$ cat src/hdl/atm_pkg.sv
// Package of shared constants, payload types and control structs for the trimmed mean filter.
`timescale 1ns / 1ps

package atm_pkg;

    localparam int APERTURE  = 5;
    localparam int HALF      = APERTURE / 2;
    localparam int WIN       = 2 * HALF + 1;
    localparam int NWIN      = WIN * WIN;
    localparam int RING      = WIN + 1;
    localparam int MAX_WIDTH = 512;

    localparam int PIX_W     = 8;
    localparam int DIM_W     = 10;
    localparam int TRIM_W    = 4;
    localparam int MIN_DIM   = 3;
    localparam int TRIM_MAX  = (NWIN - 1) / 2;

    localparam int RING_W    = $clog2(RING);
    localparam int MEM_DEPTH = RING * MAX_WIDTH;
    localparam int ADDR_W    = $clog2(MEM_DEPTH);
    localparam int WPOS_W    = $clog2(WIN);
    localparam int IDX_W     = $clog2(NWIN);
    localparam int CNT_W     = $clog2(NWIN + 1);
    localparam int SUM_W     = $clog2(NWIN * 255 + 1);
    localparam int DIV_W     = $clog2(NWIN + 1);
    localparam int DIFF_W    = $clog2(HALF * MAX_WIDTH + HALF + 2);

    localparam int PADDR_W   = 4;
    localparam int REG_IDX_W = 2;

    localparam logic [REG_IDX_W-1:0] REG_HALF_TRIM     = 2'd0;
    localparam logic [REG_IDX_W-1:0] REG_ACTIVE_WIDTH  = 2'd1;
    localparam logic [REG_IDX_W-1:0] REG_ACTIVE_HEIGHT = 2'd2;

    localparam logic CMD_PUSH  = 1'b0;
    localparam logic CMD_DRAIN = 1'b1;

    typedef struct packed {
        logic             cmd;
        logic [PIX_W-1:0] pixel;
    } in_item_t;

    typedef struct packed {
        logic [PIX_W-1:0] value;
        logic             end_of_frame;
    } out_item_t;

    typedef struct packed {
        logic              accept;
        logic              win_clear;
        logic              rd_en;
        logic [WPOS_W-1:0] wy;
        logic [WPOS_W-1:0] wx;
        logic              sum_clear;
        logic              sum_en;
        logic [IDX_W-1:0]  sum_idx;
        logic              div_start;
        logic              out_load;
    } ctrl_cmd_t;

    typedef struct packed {
        logic emit_req;
        logic div_busy;
        logic out_full;
    } dp_stat_t;

endpackage

$ cat src/hdl/atm_ctrl.sv
// Controller: sequences window gathering, summing, division and output load.
`timescale 1ns / 1ps

module atm_ctrl (
    input  logic               clk,
    input  logic               rst_n,
    input  logic               req_valid,
    output logic               req_ready,
    output atm_pkg::ctrl_cmd_t cmd,
    input  atm_pkg::dp_stat_t  stat
);
    import atm_pkg::*;

    localparam logic [2:0] S_IDLE   = 3'd0;
    localparam logic [2:0] S_GATHER = 3'd1;
    localparam logic [2:0] S_RDWAIT = 3'd2;
    localparam logic [2:0] S_SUM    = 3'd3;
    localparam logic [2:0] S_DIVGO  = 3'd4;
    localparam logic [2:0] S_DIV    = 3'd5;
    localparam logic [2:0] S_HOLD   = 3'd6;

    logic [2:0]        state_reg;
    logic [2:0]        state_next;
    logic [WPOS_W-1:0] wy_reg;
    logic [WPOS_W-1:0] wy_next;
    logic [WPOS_W-1:0] wx_reg;
    logic [WPOS_W-1:0] wx_next;
    logic [IDX_W-1:0]  idx_reg;
    logic [IDX_W-1:0]  idx_next;
    logic              accept;

    assign req_ready = (state_reg == S_IDLE);
    assign accept    = req_valid && req_ready;

    always_comb
    begin
        cmd        = '0;
        state_next = state_reg;
        wy_next    = wy_reg;
        wx_next    = wx_reg;
        idx_next   = idx_reg;
        cmd.accept = accept;

        unique case (state_reg)
            S_IDLE:
            begin
                if (accept && stat.emit_req)
                begin
                    cmd.win_clear = 1'b1;
                    wy_next       = '0;
                    wx_next       = '0;
                    state_next    = S_GATHER;
                end
            end
            S_GATHER:
            begin
                cmd.rd_en = 1'b1;
                cmd.wy    = wy_reg;
                cmd.wx    = wx_reg;
                if (wx_reg == WPOS_W'(WIN - 1))
                begin
                    wx_next = '0;
                    if (wy_reg == WPOS_W'(WIN - 1))
                    begin
                        state_next = S_RDWAIT;
                    end
                    else
                    begin
                        wy_next = wy_reg + 1'b1;
                    end
                end
                else
                begin
                    wx_next = wx_reg + 1'b1;
                end
            end
            S_RDWAIT:
            begin
                // The last read value is inserted into the window in this cycle.
                cmd.sum_clear = 1'b1;
                idx_next      = '0;
                state_next    = S_SUM;
            end
            S_SUM:
            begin
                cmd.sum_en  = 1'b1;
                cmd.sum_idx = idx_reg;
                if (idx_reg == IDX_W'(NWIN - 1))
                begin
                    state_next = S_DIVGO;
                end
                else
                begin
                    idx_next = idx_reg + 1'b1;
                end
            end
            S_DIVGO:
            begin
                cmd.div_start = 1'b1;
                state_next    = S_DIV;
            end
            S_DIV:
            begin
                if (!stat.div_busy)
                begin
                    if (!stat.out_full)
                    begin
                        cmd.out_load = 1'b1;
                        state_next   = S_IDLE;
                    end
                    else
                    begin
                        state_next = S_HOLD;
                    end
                end
            end
            S_HOLD:
            begin
                if (!stat.out_full)
                begin
                    cmd.out_load = 1'b1;
                    state_next   = S_IDLE;
                end
            end
            default:
            begin
                state_next = S_IDLE;
            end
        endcase
    end

    always_ff @(posedge clk or negedge rst_n)
    begin
        if (!rst_n)
        begin
            state_reg <= S_IDLE;
            wy_reg    <= '0;
            wx_reg    <= '0;
            idx_reg   <= '0;
        end
        else
        begin
            state_reg <= state_next;
            wy_reg    <= wy_next;
            wx_reg    <= wx_next;
            idx_reg   <= idx_next;
        end
    end

    a_idle_div_quiet : assert property (@(posedge clk) disable iff (!rst_n)
        state_reg == S_IDLE |-> !stat.div_busy)
        else $error("divider busy while controller idle");

    a_load_into_empty : assert property (@(posedge clk) disable iff (!rst_n)
        cmd.out_load |-> !stat.out_full)
        else $error("output loaded while a result is still waiting");

    a_load_fills : assert property (@(posedge clk) disable iff (!rst_n)
        cmd.out_load |=> stat.out_full)
        else $error("output register not full after load");

    a_gather_cause : assert property (@(posedge clk) disable iff (!rst_n)
        (state_reg == S_GATHER && $past(state_reg) == S_IDLE)
            |-> $past(accept && stat.emit_req))
        else $error("window gathering started without an emitting request");

endmodule

$ cat config.mk
export PLATFORM = sky130hd
export DESIGN_NAME = atm_ctrl
export DESIGN_NICKNAME = d
export VERILOG_FILES = /design/src/hdl/atm_pkg.sv /design/src/hdl/atm_ctrl.sv
export SDC_FILE = /design/constraint.sdc
export NUM_CORES = 1
export LEC_CHECK = 0
export BUFFER_PORTS_ARGS = -buffer_cell sky130_fd_sc_hd__buf_4
export CAP_MARGIN = 10
export CORE_MARGIN = 4
export CORE_UTILIZATION = 40
export CTS_BUF_LIST = sky130_fd_sc_hd__clkbuf_8
export DETAILED_ROUTE_END_ITERATION = 7
export PLACE_DENSITY = 0.73
export SLEW_MARGIN = 25
export SYNTH_ARGS = -nofsm -noshare
export SYNTH_HDL_FRONTEND = slang
export SYNTH_SLANG_ARGS = --single-unit
$ cat constraint.sdc
create_clock -name clk -period 1.8 [get_ports clk]
set_input_delay 0 -clock clk [delete_from_list [all_inputs] [get_ports clk]]
set_output_delay 0 -clock clk [all_outputs]
set_load 0.005 [all_outputs]
==> results.txt <==
Outcome -> finished clean
Post-CTS setup buffers -> 0
Core Box Area -> 2300 sq um
Total Neg Setup Slack -> 0 ps
Die Y -> 57.9 microns
Vias -> 865
Final Cycle Share -> 0.856
CP Class -> register to register
Die area -> 3360 sq um
Dpl cell area -> 1180 sq um
Initial Utilization -> 0.434
Port bufs -> 24
CP max FO -> 4
Commonest non-fill, non-tap cell in the layout -> buf_4
Max_cap viols -> 0
GP Congestion -> 0.763
RSZ-0062 raised after global routing -> no
CP arrival -> 1670 ps
End-of-flow core utilization -> 0.537
Final Skew -> 1.49 ps
CP peak stage delay -> 370 ps
Global Route Usage Sum -> 0.145
Syn Inst Count -> 112
Num CTS Buffers -> 3
Endpoints failing hold -> 0
Share of layout cells above drive strength 1 -> 0.250
Leak -> 0.000638 uW
Final Cell Area -> 1230 sq um
Async S/R FF share, synth -> 1.00
CP cell instances -> inv_1 -> ha_1 -> and3b_1 -> o32a_1 -> a22o_1
Post-CTS sizing -> 0
Clock Sinks -> 14
Worst R2R End -> state_reg[2]$_DFFE_PN0P_
Pwr/cell area -> 1390 nW/um^2
First-pass GRT wire length -> 3820 microns
Class of the worst hold path -> primary input to register
Most frequent cells in the layout -> buf_4 (28), dfrtp_1 (14), inv_1 (10), nand2_1 (10), and2_1 (8)
Worst-Skew Late Latency -> 240 ps
Crit-path leading delay family -> compound AO/OA/AOI/OAI gates
Largest register FFs -> 5
Critical Path Source Type -> register
Post-DP HPWL -> 1670 microns
Flop2flop setup slack -> 260 ps
H-tree depth -> 1
Die Span X -> 57.9 microns
Fill cells -> 222
Vias in the first global route -> 840
Crit path time final -> 1540 ps
Setup Viol. Count Final -> 0
Synth Area per Inst -> 8.90 sq um
Slew margin rel. -> 0.799
WP data required -> 1930 ps
CP endpoint kind -> register
Rows -> 17
Slowest CP cell -> dfrtp_1
Antenna viol nets, final -> 0
Reg2Reg Launch Point -> wy_reg[0]$_DFFE_PN0P_
Routed vias/inst -> 5.27
Biggest area consumer among synthesized cells -> dfrtp_1
Syn_nets -> 124
Worst vdd ir -> 0.847 mV
Synth top area cells -> dfrtp_1 (35%), ha_1 (7.5%), and2_1 (5.0%)
DRT Pass-1 Iters -> 4
CTS clk-pin slew, worst paths -> 60 ps
Synth Flop Type -> dfrtp_1
Worst Setup EP -> state_reg[2]$_DFFE_PN0P_
Fin nets -> 150
GRT overflow -> 0
Post-synth EDFFs -> 0
Ys Warns -> 0
Max frequency -> 649 MHz
Initial antenna violation count -> 0
Yosys top cell area share -> 0.351
DRT iter0 DRCs -> 15
Routed WL per cell -> 13.7 microns
Post-synthesis sequential area ratio -> 0.351
Root buffer cell -> clkbuf_8
Crit path depth -> 5
Cell variety after synth -> 39
Mapped cell area -> 997 sq um
Pwr Total -> 1710 uW
Slew Viols, Final -> 0
Bufs and invs on worst path -> 1
DRC viols -> 0
Cells on worst reg2reg path -> 5
Largest net degree at the start of global routing -> 15
CP Launch Point -> wy_reg[0]$_DFFE_PN0P_
Bufs on Longest Clock Path -> 2
Area grow syn2layout -> 23.7%
I/O Pins -> 25
Slew @ Worst Pin -> 301 ps
ANT cells -> 0
CTS tree -> done
WL final -> 2250 microns
Flops & latches, synth -> 14
==> cells in the mapped netlist, types with 3 or more instances <==
cell type,count
nor2b_1,3
nand2b_1,3
ha_1,6
nor2_1,7
inv_1,10
nor3_1,3
and2_1,8
buf_2,3
o31ai_1,3
mux2i_1,4
nand3_1,4
dfrtp_1,14
nand2_1,10
==> worst min-delay path by stage <==
stage	end	startpoint	slack, ps	cells past startpoint
floorplan	idx_reg[0]$_DFFE_PN0P_	rst_n	-300	0
global placement	wy_reg[2]$_DFFE_PN0P_	rst_n	-140	1
detailed placement	wy_reg[2]$_DFFE_PN0P_	rst_n	-140	1
CTS	state_reg[1]$_DFFE_PN0P_	stat[0]	130	3
global route	state_reg[2]$_DFFE_PN0P_	rst_n	170	2
finish	state_reg[1]$_DFFE_PN0P_	stat[0]	130	3
==> what timing repair did <==
action,4_1_cts,5_1_grt
endpoints found under the setup margin,0,0
hold endpoints to repair,14,0
hold buffers,1,0
==> metrics by stage <==
stage | setup slack (ps) | hold slack (ps) | std cells
floorplan | 346 | -296 | 112
finish | 260 | 132 | 164
detailed placement | 270 | -135 | 160
global placement | 306 | -138 | 160
global route | 119 | 167 | 164
CTS | 248 | 128 | 164
==> metal layers <==
layer / GRT usage / vias to the layer above / part of all wire
met4: 0.0199 / 0 / 0
met5: 0 / - / 0
met3: 0.0535 / 0 / 0.071
li1: - / 439 / -
met2: 0.242 / 24 / 0.49
met1: 0.185 / 402 / 0.44
==> worst min-delay path: cells and delay by family <==
kind	cells	cell delay [ps]
and+or+nand+nor	1	70
buffers and inverters	1	120
AOI/OAI and AO/OA	1	150
==> power breakdown <==
| group | switching (uW) | internal [uW] |
|---|---|---|
| sequential | 102 | 429 |
| combinational | 487 | 439 |
| clock | 107 | 148 |
| total | 696 | 1020 |
==> area by class of cell <==
| class | count | area (sq um) | area share |
|---|---|---|---|
| clock buffer | 3 | 41.3 | 0.0335 |
| multi-input combinational | 79 | 541 | 0.438 |
| inverter | 11 | 46.3 | 0.0375 |
| timing repair buffer | 29 | 220 | 0.178 |
| tap | 28 | 35.0 | 0.0284 |
| sequential | 14 | 350 | 0.284 |
==> cell families (layout without fill, tap and decap cells) <==
| kind of cell | count (synthesis) | after routing | share of synthesized area |
|---|---|---|---|
| AOI/OAI and AO/OA | 19 | 19 | 0.144 |
| xor gates and xnor gates | 1 | 1 | 0.00878 |
| adders and majority gates | 6 | 6 | 0.0753 |
| buffers and inverters | 19 | 43 | 0.107 |
| DFF | 14 | 14 | 0.351 |
| muxes | 4 | 4 | 0.0402 |
| and+or+nand+nor | 49 | 49 | 0.274 |
Note: power is estimated with default switching activity, not from simulation.
